File: config.mk
export PLATFORM = sky130hd
export DESIGN_NAME = base_composition_filter_core
export DESIGN_NICKNAME = d
export VERILOG_FILES = /design/src/hdl/bcf_pkg.sv /design/src/hdl/bcf_front.sv /design/src/hdl/bcf_queue.sv /design/src/hdl/bcf_back.sv /design/src/hdl/base_composition_filter_core.sv
export SDC_FILE = /design/constraint.sdc
export NUM_CORES = 2
export LEC_CHECK = 0
export ABC_AREA = 1
export BUFFER_PORTS_ARGS = -buffer_cell sky130_fd_sc_hd__buf_2
export CORE_ASPECT_RATIO = 1.4
export CORE_UTILIZATION = 40
export DETAILED_ROUTE_END_ITERATION = 10
export SYNTH_ARGS = -nofsm -noshare
export SYNTH_HDL_FRONTEND = slang
export SYNTH_SLANG_ARGS = --single-unit
File: constraint.sdc
create_clock -name clk -period 19.35 [get_ports clk]
set_input_delay 3.87 -clock clk [delete_from_list [all_inputs] [get_ports clk]]
set_output_delay 3.87 -clock clk [all_outputs]
set_load 0.1 [all_outputs]
File: src/hdl/bcf_pkg.sv
`default_nettype none
// ----------------------------------------------------------------------------
// bcf_pkg
// Shared widths, register indexes, reset values and the tally record that
// travels from the counting front end through the queue to the test stage.
// ----------------------------------------------------------------------------
package bcf_pkg;

    // Counter width (range 8 to 48)
    localparam int COUNT_BITS = 32;

    localparam int CUT_W   = 16;                 // cutoff registers, Q0.16
    localparam int LEN_W   = 32;                 // min_length register
    localparam int OUT_W   = 32;                 // result count fields
    localparam int CFG_W   = 32;                 // config write data
    localparam int IDX_W   = 2;                  // config register index
    localparam int PROD_W  = COUNT_BITS + CUT_W; // cutoff * length
    localparam int CMP_W   = (COUNT_BITS > LEN_W) ? COUNT_BITS : LEN_W;

    // Queue between front and back
    localparam int QDEPTH  = 4;
    localparam int QPTR_W  = $clog2(QDEPTH);
    localparam int QCNT_W  = $clog2(QDEPTH + 1);

    // Register indexes
    localparam logic [IDX_W-1:0] REG_LO_BOUND   = 2'd0;
    localparam logic [IDX_W-1:0] REG_HI_BOUND   = 2'd1;
    localparam logic [IDX_W-1:0] REG_MIN_LENGTH = 2'd2;

    // Reset values: 0.15 and 0.40 in Q0.16, truncated
    localparam logic [CUT_W-1:0] LO_BOUND_RST   = 16'd9830;
    localparam logic [CUT_W-1:0] HI_BOUND_RST   = 16'd26214;
    localparam logic [LEN_W-1:0] MIN_LENGTH_RST = 32'd1000;

    // Finished tallies of one sequence
    typedef struct packed {
        logic [COUNT_BITS-1:0] len;
        logic [COUNT_BITS-1:0] a;
        logic [COUNT_BITS-1:0] c;
        logic [COUNT_BITS-1:0] g;
        logic [COUNT_BITS-1:0] t;
        logic [COUNT_BITS-1:0] n;
    } tally_snap_t;

    // Queue status seen by both sides
    typedef struct packed {
        logic full;
        logic empty;
    } q_stat_t;

endpackage
`default_nettype wire

File: src/hdl/bcf_front.sv
`default_nettype none
// ----------------------------------------------------------------------------
// bcf_front
// Classify each character beat, bump the saturating tallies, and push the
// finished tallies into the queue on the last character of a sequence.
// ----------------------------------------------------------------------------
module bcf_front
(
    input  wire  logic                  clk,
    input  wire  logic                  rst_n,
    input  wire  logic                  in_valid,
    output logic                        in_stall,
    input  wire  logic [7:0]            base_char,
    input  wire  logic                  seq_end,
    input  wire  bcf_pkg::q_stat_t      q_stat,
    output logic                        push,
    output bcf_pkg::tally_snap_t        push_data
);

    typedef enum logic [2:0] {
        CLS_A,
        CLS_C,
        CLS_G,
        CLS_T,
        CLS_N,
        CLS_OTHER
    } base_class_t;

    localparam logic [7:0] CH_A_LO = "a";
    localparam logic [7:0] CH_A_UP = "A";
    localparam logic [7:0] CH_C_LO = "c";
    localparam logic [7:0] CH_C_UP = "C";
    localparam logic [7:0] CH_G_LO = "g";
    localparam logic [7:0] CH_G_UP = "G";
    localparam logic [7:0] CH_T_LO = "t";
    localparam logic [7:0] CH_T_UP = "T";
    localparam logic [7:0] CH_N_LO = "n";
    localparam logic [7:0] CH_N_UP = "N";

    function automatic logic [bcf_pkg::COUNT_BITS-1:0] sat_inc(
        input logic [bcf_pkg::COUNT_BITS-1:0] v
    );
        logic [bcf_pkg::COUNT_BITS-1:0] r;
        begin
            if (&v)
            begin
                r = v;
            end
            else
            begin
                r = v + 1'b1;
            end
            return r;
        end
    endfunction

    logic [bcf_pkg::COUNT_BITS-1:0] a_reg, c_reg, g_reg, t_reg, n_reg, len_reg;
    logic [bcf_pkg::COUNT_BITS-1:0] a_next, c_next, g_next, t_next, n_next, len_next;
    base_class_t cls;
    logic        accept;

    assign in_stall = q_stat.full;
    assign accept   = in_valid && !q_stat.full;
    assign push     = accept && seq_end;

    always_comb
    begin
        case (base_char)
            CH_A_LO, CH_A_UP: cls = CLS_A;
            CH_C_LO, CH_C_UP: cls = CLS_C;
            CH_G_LO, CH_G_UP: cls = CLS_G;
            CH_T_LO, CH_T_UP: cls = CLS_T;
            CH_N_LO, CH_N_UP: cls = CLS_N;
            default:          cls = CLS_OTHER;
        endcase
    end

    // Tallies including the current character
    always_comb
    begin
        a_next   = (cls == CLS_A) ? sat_inc(a_reg) : a_reg;
        c_next   = (cls == CLS_C) ? sat_inc(c_reg) : c_reg;
        g_next   = (cls == CLS_G) ? sat_inc(g_reg) : g_reg;
        t_next   = (cls == CLS_T) ? sat_inc(t_reg) : t_reg;
        n_next   = (cls == CLS_N) ? sat_inc(n_reg) : n_reg;
        len_next = sat_inc(len_reg);

        push_data.len = len_next;
        push_data.a   = a_next;
        push_data.c   = c_next;
        push_data.g   = g_next;
        push_data.t   = t_next;
        push_data.n   = n_next;
    end

    always_ff @(posedge clk or negedge rst_n)
    begin
        if (!rst_n)
        begin
            a_reg   <= '0;
            c_reg   <= '0;
            g_reg   <= '0;
            t_reg   <= '0;
            n_reg   <= '0;
            len_reg <= '0;
        end
        else if (accept)
        begin
            if (seq_end)
            begin
                // Start the next sequence from zero
                a_reg   <= '0;
                c_reg   <= '0;
                g_reg   <= '0;
                t_reg   <= '0;
                n_reg   <= '0;
                len_reg <= '0;
            end
            else
            begin
                a_reg   <= a_next;
                c_reg   <= c_next;
                g_reg   <= g_next;
                t_reg   <= t_next;
                n_reg   <= n_next;
                len_reg <= len_next;
            end
        end
    end

endmodule
`default_nettype wire

File: src/hdl/bcf_queue.sv
`default_nettype none
// ----------------------------------------------------------------------------
// bcf_queue
// Small FIFO of finished tally records between the front and back ends.
// ----------------------------------------------------------------------------
module bcf_queue
(
    input  wire  logic                  clk,
    input  wire  logic                  rst_n,
    input  wire  logic                  push,
    input  wire  bcf_pkg::tally_snap_t  push_data,
    input  wire  logic                  pop,
    output bcf_pkg::tally_snap_t        pop_data,
    output bcf_pkg::q_stat_t            q_stat
);

    bcf_pkg::tally_snap_t mem [bcf_pkg::QDEPTH];

    logic [bcf_pkg::QPTR_W-1:0] wr_ptr_reg, rd_ptr_reg;
    logic [bcf_pkg::QCNT_W-1:0] count_reg, count_next;
    logic                       do_push, do_pop;

    assign q_stat.full  = (count_reg == bcf_pkg::QCNT_W'(bcf_pkg::QDEPTH));
    assign q_stat.empty = (count_reg == '0);
    assign do_push      = push && !q_stat.full;
    assign do_pop       = pop && !q_stat.empty;
    assign pop_data     = mem[rd_ptr_reg];

    always_comb
    begin
        count_next = count_reg;
        if (do_push && !do_pop)
        begin
            count_next = count_reg + 1'b1;
        end
        else if (do_pop && !do_push)
        begin
            count_next = count_reg - 1'b1;
        end
    end

    always_ff @(posedge clk)
    begin
        if (do_push)
        begin
            mem[wr_ptr_reg] <= push_data;
        end
    end

    always_ff @(posedge clk or negedge rst_n)
    begin
        if (!rst_n)
        begin
            wr_ptr_reg <= '0;
            rd_ptr_reg <= '0;
            count_reg  <= '0;
        end
        else
        begin
            if (do_push)
            begin
                wr_ptr_reg <= wr_ptr_reg + 1'b1;
            end
            if (do_pop)
            begin
                rd_ptr_reg <= rd_ptr_reg + 1'b1;
            end
            count_reg <= count_next;
        end
    end

endmodule
`default_nettype wire

File: src/hdl/bcf_back.sv
`default_nettype none
// ----------------------------------------------------------------------------
// bcf_back
// Two-stage test pipeline: scale the cutoffs by the length, then compare the
// four base counts against both bounds and hold the result for the receiver.
// ----------------------------------------------------------------------------
module bcf_back
(
    input  wire  logic                          clk,
    input  wire  logic                          rst_n,
    input  wire  bcf_pkg::q_stat_t              q_stat,
    input  wire  bcf_pkg::tally_snap_t          pop_data,
    output logic                                pop,
    input  wire  logic [bcf_pkg::CUT_W-1:0]     lo_bound,
    input  wire  logic [bcf_pkg::CUT_W-1:0]     hi_bound,
    input  wire  logic [bcf_pkg::LEN_W-1:0]     min_length,
    output logic                                out_valid,
    input  wire  logic                          out_stall,
    output logic                                keep,
    output logic                                too_short,
    output logic [bcf_pkg::OUT_W-1:0]           seq_length,
    output logic [bcf_pkg::OUT_W-1:0]           count_a,
    output logic [bcf_pkg::OUT_W-1:0]           count_c,
    output logic [bcf_pkg::OUT_W-1:0]           count_g,
    output logic [bcf_pkg::OUT_W-1:0]           count_t,
    output logic [bcf_pkg::OUT_W-1:0]           count_n
);

    typedef struct packed {
        logic                           too_short;
        bcf_pkg::tally_snap_t           tally;
        logic [bcf_pkg::PROD_W-1:0]     prod_lo;
        logic [bcf_pkg::PROD_W-1:0]     prod_hi;
    } s1_t;

    function automatic logic frac_ok(
        input logic [bcf_pkg::COUNT_BITS-1:0] cnt,
        input logic [bcf_pkg::PROD_W-1:0]     lo,
        input logic [bcf_pkg::PROD_W-1:0]     hi
    );
        logic [bcf_pkg::PROD_W-1:0] scaled;
        begin
            scaled = {cnt, {bcf_pkg::CUT_W{1'b0}}};
            return (scaled > lo) && (scaled < hi);
        end
    endfunction

    s1_t  s1_reg, s1_next;
    logic s1_valid_reg;
    logic out_valid_reg;
    logic keep_reg, too_short_reg;
    logic [bcf_pkg::OUT_W-1:0] len_reg, a_reg, c_reg, g_reg, t_reg, n_reg;
    logic keep_next;
    logic out_ready, s1_load;

    assign out_ready = !out_valid_reg || !out_stall;
    assign s1_load   = !s1_valid_reg || out_ready;
    assign pop       = s1_load && !q_stat.empty;

    // Stage 1: cutoff times length, length test
    always_comb
    begin
        s1_next.tally     = pop_data;
        s1_next.too_short = bcf_pkg::CMP_W'(pop_data.len) <= bcf_pkg::CMP_W'(min_length);
        s1_next.prod_lo   = bcf_pkg::PROD_W'(lo_bound) * bcf_pkg::PROD_W'(pop_data.len);
        s1_next.prod_hi   = bcf_pkg::PROD_W'(hi_bound) * bcf_pkg::PROD_W'(pop_data.len);
    end

    // Stage 2: keep when long enough and all four fractions strictly inside the bounds
    always_comb
    begin
        keep_next = !s1_reg.too_short
                    && frac_ok(s1_reg.tally.a, s1_reg.prod_lo, s1_reg.prod_hi)
                    && frac_ok(s1_reg.tally.c, s1_reg.prod_lo, s1_reg.prod_hi)
                    && frac_ok(s1_reg.tally.g, s1_reg.prod_lo, s1_reg.prod_hi)
                    && frac_ok(s1_reg.tally.t, s1_reg.prod_lo, s1_reg.prod_hi);
    end

    always_ff @(posedge clk)
    begin
        if (pop)
        begin
            s1_reg <= s1_next;
        end
        if (out_ready && s1_valid_reg)
        begin
            keep_reg      <= keep_next;
            too_short_reg <= s1_reg.too_short;
            len_reg       <= bcf_pkg::OUT_W'(s1_reg.tally.len);
            a_reg         <= bcf_pkg::OUT_W'(s1_reg.tally.a);
            c_reg         <= bcf_pkg::OUT_W'(s1_reg.tally.c);
            g_reg         <= bcf_pkg::OUT_W'(s1_reg.tally.g);
            t_reg         <= bcf_pkg::OUT_W'(s1_reg.tally.t);
            n_reg         <= bcf_pkg::OUT_W'(s1_reg.tally.n);
        end
    end

    always_ff @(posedge clk or negedge rst_n)
    begin
        if (!rst_n)
        begin
            s1_valid_reg  <= 1'b0;
            out_valid_reg <= 1'b0;
        end
        else
        begin
            if (s1_load)
            begin
                s1_valid_reg <= !q_stat.empty;
            end
            if (out_ready)
            begin
                out_valid_reg <= s1_valid_reg;
            end
        end
    end

    assign out_valid  = out_valid_reg;
    assign keep       = keep_reg;
    assign too_short  = too_short_reg;
    assign seq_length = len_reg;
    assign count_a    = a_reg;
    assign count_c    = c_reg;
    assign count_g    = g_reg;
    assign count_t    = t_reg;
    assign count_n    = n_reg;

endmodule
`default_nettype wire

File: src/hdl/base_composition_filter_core.sv
`default_nettype none
// ----------------------------------------------------------------------------
// base_composition_filter_core
// Per-sequence nucleotide composition filter with saturating base tallies.
// ----------------------------------------------------------------------------
// Usage:
//   Input channel (in_valid / in_stall): one character beat per cycle,
//   base_char plus seq_end on the last character of a sequence. A beat moves
//   when in_valid is high and in_stall low.
//   Output channel (out_valid / out_stall): one result beat per sequence with
//   keep, too_short, the length and the A/C/G/T/N counts.
//   Config channel (cfg_valid / cfg_ready): cfg_index 0 = lower fraction
//   bound, 1 = upper fraction bound, 2 = minimum length; other indexes are
//   dropped. Write only while the block is idle.
//   Throughput: one character per cycle while in_stall is low, set by the
//   tally update in the front end; the back end takes one result per cycle
//   while the output is not stalled. Path: the tallies of the last character
//   pass through the queue, the stage 1 register and the result register.
//   Stall: out_stall holds the result register; the back pipeline and then
//   the four-entry tally queue fill, and in_stall rises only when the
//   queue is full.
//   Reset: tallies clear, the queue empties, registers return to 0.15, 0.40
//   and 1000.
// ----------------------------------------------------------------------------
module base_composition_filter_core
(
    input  wire  logic                          clk,
    input  wire  logic                          rst_n,
    // Character channel
    input  wire  logic                          in_valid,
    output logic                                in_stall,
    input  wire  logic [7:0]                    base_char,
    input  wire  logic                          seq_end,
    // Result channel
    output logic                                out_valid,
    input  wire  logic                          out_stall,
    output logic                                keep,
    output logic                                too_short,
    output logic [bcf_pkg::OUT_W-1:0]           seq_length,
    output logic [bcf_pkg::OUT_W-1:0]           count_a,
    output logic [bcf_pkg::OUT_W-1:0]           count_c,
    output logic [bcf_pkg::OUT_W-1:0]           count_g,
    output logic [bcf_pkg::OUT_W-1:0]           count_t,
    output logic [bcf_pkg::OUT_W-1:0]           count_n,
    // Config write channel
    input  wire  logic                          cfg_valid,
    output logic                                cfg_ready,
    input  wire  logic [bcf_pkg::IDX_W-1:0]     cfg_index,
    input  wire  logic [bcf_pkg::CFG_W-1:0]     cfg_data
);

    logic [bcf_pkg::CUT_W-1:0] lo_bound_reg, hi_bound_reg;
    logic [bcf_pkg::LEN_W-1:0] min_length_reg;

    bcf_pkg::q_stat_t     q_stat;
    bcf_pkg::tally_snap_t push_data, pop_data;
    logic                 push, pop;

    // Registers take a write every cycle
    assign cfg_ready = 1'b1;

    always_ff @(posedge clk or negedge rst_n)
    begin
        if (!rst_n)
        begin
            lo_bound_reg   <= bcf_pkg::LO_BOUND_RST;
            hi_bound_reg   <= bcf_pkg::HI_BOUND_RST;
            min_length_reg <= bcf_pkg::MIN_LENGTH_RST;
        end
        else if (cfg_valid && cfg_ready)
        begin
            case (cfg_index)
                bcf_pkg::REG_LO_BOUND:   lo_bound_reg   <= cfg_data[bcf_pkg::CUT_W-1:0];
                bcf_pkg::REG_HI_BOUND:   hi_bound_reg   <= cfg_data[bcf_pkg::CUT_W-1:0];
                bcf_pkg::REG_MIN_LENGTH: min_length_reg <= cfg_data[bcf_pkg::LEN_W-1:0];
                default:                 ; // unmapped index: drop the beat
            endcase
        end
    end

    // Front: classify and count, push finished tallies
    bcf_front u_front
    (
        .clk       (clk),
        .rst_n     (rst_n),
        .in_valid  (in_valid),
        .in_stall  (in_stall),
        .base_char (base_char),
        .seq_end   (seq_end),
        .q_stat    (q_stat),
        .push      (push),
        .push_data (push_data)
    );

    // Decouple counting from testing
    bcf_queue u_queue
    (
        .clk       (clk),
        .rst_n     (rst_n),
        .push      (push),
        .push_data (push_data),
        .pop       (pop),
        .pop_data  (pop_data),
        .q_stat    (q_stat)
    );

    // Back: fraction and length tests, result register
    bcf_back u_back
    (
        .clk         (clk),
        .rst_n       (rst_n),
        .q_stat      (q_stat),
        .pop_data    (pop_data),
        .pop         (pop),
        .lo_bound    (lo_bound_reg),
        .hi_bound    (hi_bound_reg),
        .min_length  (min_length_reg),
        .out_valid   (out_valid),
        .out_stall   (out_stall),
        .keep        (keep),
        .too_short   (too_short),
        .seq_length  (seq_length),
        .count_a     (count_a),
        .count_c     (count_c),
        .count_g     (count_g),
        .count_t     (count_t),
        .count_n     (count_n)
    );

endmodule
`default_nettype wire

==> results.json <==
{
  "hp-start": "u_back.s1_reg[125]$_DFFE_PP_",
  "route.detailed.drc": 34,
  "grt_remaining_overflow": 0,
  "post_drt_via_cell_ratio": 5.405,
  "crit_arrival_ns": 10.35,
  "clock_path_buffers": 4,
  "crit_fanout": 115,
  "tns_ns": 0,
  "clock_skew_ns": 0.06587,
  "syn-cell-area_sq_um": 99560,
  "ios": 245,
  "reg2reg_depth": 23,
  "fp-row-count": 216,
  "wl_per_cell_um": 24.52,
  "largest_reg_flops": 768,
  "dp_hpwl_um": 240000,
  "max-cap-violations": 0,
  "synth_cell_type_count": 62,
  "r2r-start": "u_queue.rd_ptr_reg[0]$_DFFE_PN0P_",
  "drt.antenna.violating_nets": 0,
  "synth_edf_count": 1251,
  "tightest_slew_ns": 1.232,
  "relSlewSlack_pct": 17.75,
  "yosysMostFrequentCell": "nand2_1",
  "dr.pass1.iters": 9,
  "hold_depth": 0,
  "clkSlewWorstSetupHoldPaths_ns": 0.07,
  "clockRootBuffer": "clkbuf_16",
  "drt-total-wl_um": 331600,
  "grt_pass1_wl_um": 492000,
  "grt_pass1_vias": 76710,
  "ys_seq_elements": 1516,
  "core-area_sq_um": 247300,
  "violations": "DRC",
  "cts-resized-gates": 0,
  "grt_start_max_net_pins": 135,
  "hold_viol_final": 0,
  "io_buffers": 243,
  "cts-hold-fix-buffers": 0,
  "ys_seq_area_share_pct": 44.42,
  "drive_above_1_share_pct": 7.297,
  "synth_common_cells": "1758 x nand2_1, 1542 x inv_1, 1251 x edfxtp_1",
  "ctsHtreeMaxLevel": 4,
  "syn-num-nets": 11450,
  "fmax_mhz": 101.9,
  "synth_flop_cell": "edfxtp_1",
  "cts-buffers-inserted": 161,
  "cts_setup_buffers": 0,
  "async_flop_share_pct": 17.48,
  "synthTopCellsByArea": "edfxtp_1 38%, fa_1 17%, ha_1 6.8%, nand2_1 6.6%, dfrtp_1 6.1%",
  "dieArea_sq_um": 250900,
  "dieWidth_um": 423.7,
  "min_to": "u_back.count_n[29]$_DFFE_PP_",
  "post-route-min-period_ns": 9.816,
  "cts.sinks": 1516,
  "rsz0062_at_grt": "no",
  "drt-initial-drc-count": 6032,
  "synth_area_leader_cell": "edfxtp_1",
  "netlist_instances": 10020,
  "die_height_um": 592.3,
  "rrSetupSlack_ns": 9.53,
  "finalMaxSlewViolations": 0,
  "holdCritPathClass": "reg2reg",
  "setup_viol": 0,
  "fin_nets": 11550,
  "num_vias": 73110,
  "cp-start-kind": "flop",
  "clk_latency_ns": 0.86,
  "cts_tree": "built",
  "avgSynthCellArea_sq_um": 9.935,
  "critPathKind": "reg2reg",
  "track_usage_pct": 26.47,
  "critPathRequiredTime_ns": 19.88,
  "yosys_warnings": 0,
  "yosysTopAreaCellShare_pct": 37.73,
  "grt_antenna_before_repair": 25,
  "globalplace.congestion": 0.9573,
  "syn2layout_area_growth_pct": 9.906,
  "start_util_pct": 40.26,
  "worst_r2r_endpoint": "u_back.s1_reg[78]$_DFFE_PP_",
  "period_share_pct": 50.73,
  "status": "complete, but fails checks",
  "crit_path_end_kind": "flop"
}
[per-stage QoR]
stage / util (%) / setup WS (ns) / instance area, sq um / instances / hold slack [ns]
3_5_place_dp: 42.14 / 9.659 / 104200 / 13240 / 0.4045
5_1_grt: 44.24 / 9.088 / 109400 / 13520 / 0.4138
4_1_cts: 44.24 / 9.564 / 109400 / 13520 / 0.3944
2_1_floorplan: - / 6.158 / 99560 / 10020 / 0.4003
6_report: 44.25 / 9.534 / 109400 / 13530 / 0.4075
3_3_place_gp: 42.14 / 9.621 / 104200 / 13240 / 0.4003
[logic make-up (layout without fill, tap and decap cells)]
family | after synthesis | count (layout) | share of synthesized area [%]
xor+xnor | 262 | 262 | 2.320
compound gates | 1303 | 1303 | 7.208
other cells | 1 | 7 | 0.003767
fa+ha+maj | 1376 | 1376 | 23.60
mux | 1 | 1 | 0.01131
buf+inv | 1986 | 2216 | 7.629
flops | 1516 | 1516 | 44.42
simple gates | 3576 | 3576 | 14.81
[area by class of cell]
| type | instances | area (sq um) |
|---|---|---|
| fillers | 23610 | 137900 |
| multi-input cells | 6519 | 47810 |
| flip-flops and latches | 1516 | 44230 |
| inverters | 1580 | 5953 |
| clock buffers | 192 | 4309 |
| well taps | 3270 | 4091 |
| repair buffers | 350 | 2117 |
| clock inverters | 94 | 897.1 |
| diodes | 6 | 15.01 |
[metal layers]
layer	track usage [%]	share of wire [%]	wire length, um
met5	0	0.016	53
met4	15.64	6.9	23000
met3	3.579	5.9	19420
met2	46.04	49	163700
met1	31.18	38	125400
[cells in the final DEF, fill, tap and decap left out, types with 9 or more instances in the layout]
cell,n
buf_4,100
nor2_1,1173
a31oi_1,11
nor4_1,36
a21o_1,11
nand4_1,77
buf_2,242
nor3_1,98
ha_1,539
inv_1,1539
xor2_1,221
nand3_1,331
xnor2_1,39
inv_2,21
clkinvlp_4,12
inv_6,11
dfstp_2,21
nand2_1,1757
dfrtp_1,242
clkbuf_16,164
fa_1,837
nor2_2,17
o21ai_0,601
o211ai_1,14
clkinv_1,45
clkbuf_8,10
clkbuf_1,18
nor3_2,9
clkinv_2,21
o21ai_1,69
nor2_4,12
nand3_2,15
a21oi_1,281
bufinv_16,14
o21a_1,17
o22ai_1,239
edfxtp_1,1251
nand2_2,9
o21bai_1,16
o21ai_2,12
[critical path, stage by stage, from the launching register on]
cell     delay [ns]
dfrtp_4        0.63
inv_8          0.53
buf_4          0.67
nand2_1        0.10
nand3_1        0.11
nand2_2        0.51
inv_1          0.89
nand2_1        0.15
fa_1           0.51
fa_1           0.54
inv_1          0.05
fa_1           0.52
fa_1           0.53
fa_1           0.63
inv_1          0.08
fa_1           0.57
inv_1          0.05
ha_1           0.39
a21oi_1        0.14
o21ai_0        0.48
a21oi_1        0.25
o21ai_0        0.27
a21oi_1        0.13
xnor2_1        0.57
[worst max path at each step]
stage	start	end	slack [ns]
after CTS	u_queue.rd_ptr_reg[0]$_DFFE_PN0P_	u_back.s1_reg[80]$_DFFE_PP_	9.56
final	u_queue.rd_ptr_reg[0]$_DFFE_PN0P_	u_back.s1_reg[78]$_DFFE_PP_	9.53
after global routing	u_queue.rd_ptr_reg[0]$_DFFE_PN0P_	u_back.s1_reg[80]$_DFFE_PP_	9.09
after global placement	u_queue.rd_ptr_reg[0]$_DFFE_PN0P_	u_back.s1_reg[80]$_DFFE_PP_	9.62
after floorplan	in_valid	u_queue.mem[0][0]$_DFFE_PP_	6.16
after detailed placement	u_queue.rd_ptr_reg[0]$_DFFE_PN0P_	u_back.s1_reg[80]$_DFFE_PP_	9.66
Power is not shown: default switching activity piles up to over one toggle a cycle in this logic, so the estimate is an artifact.
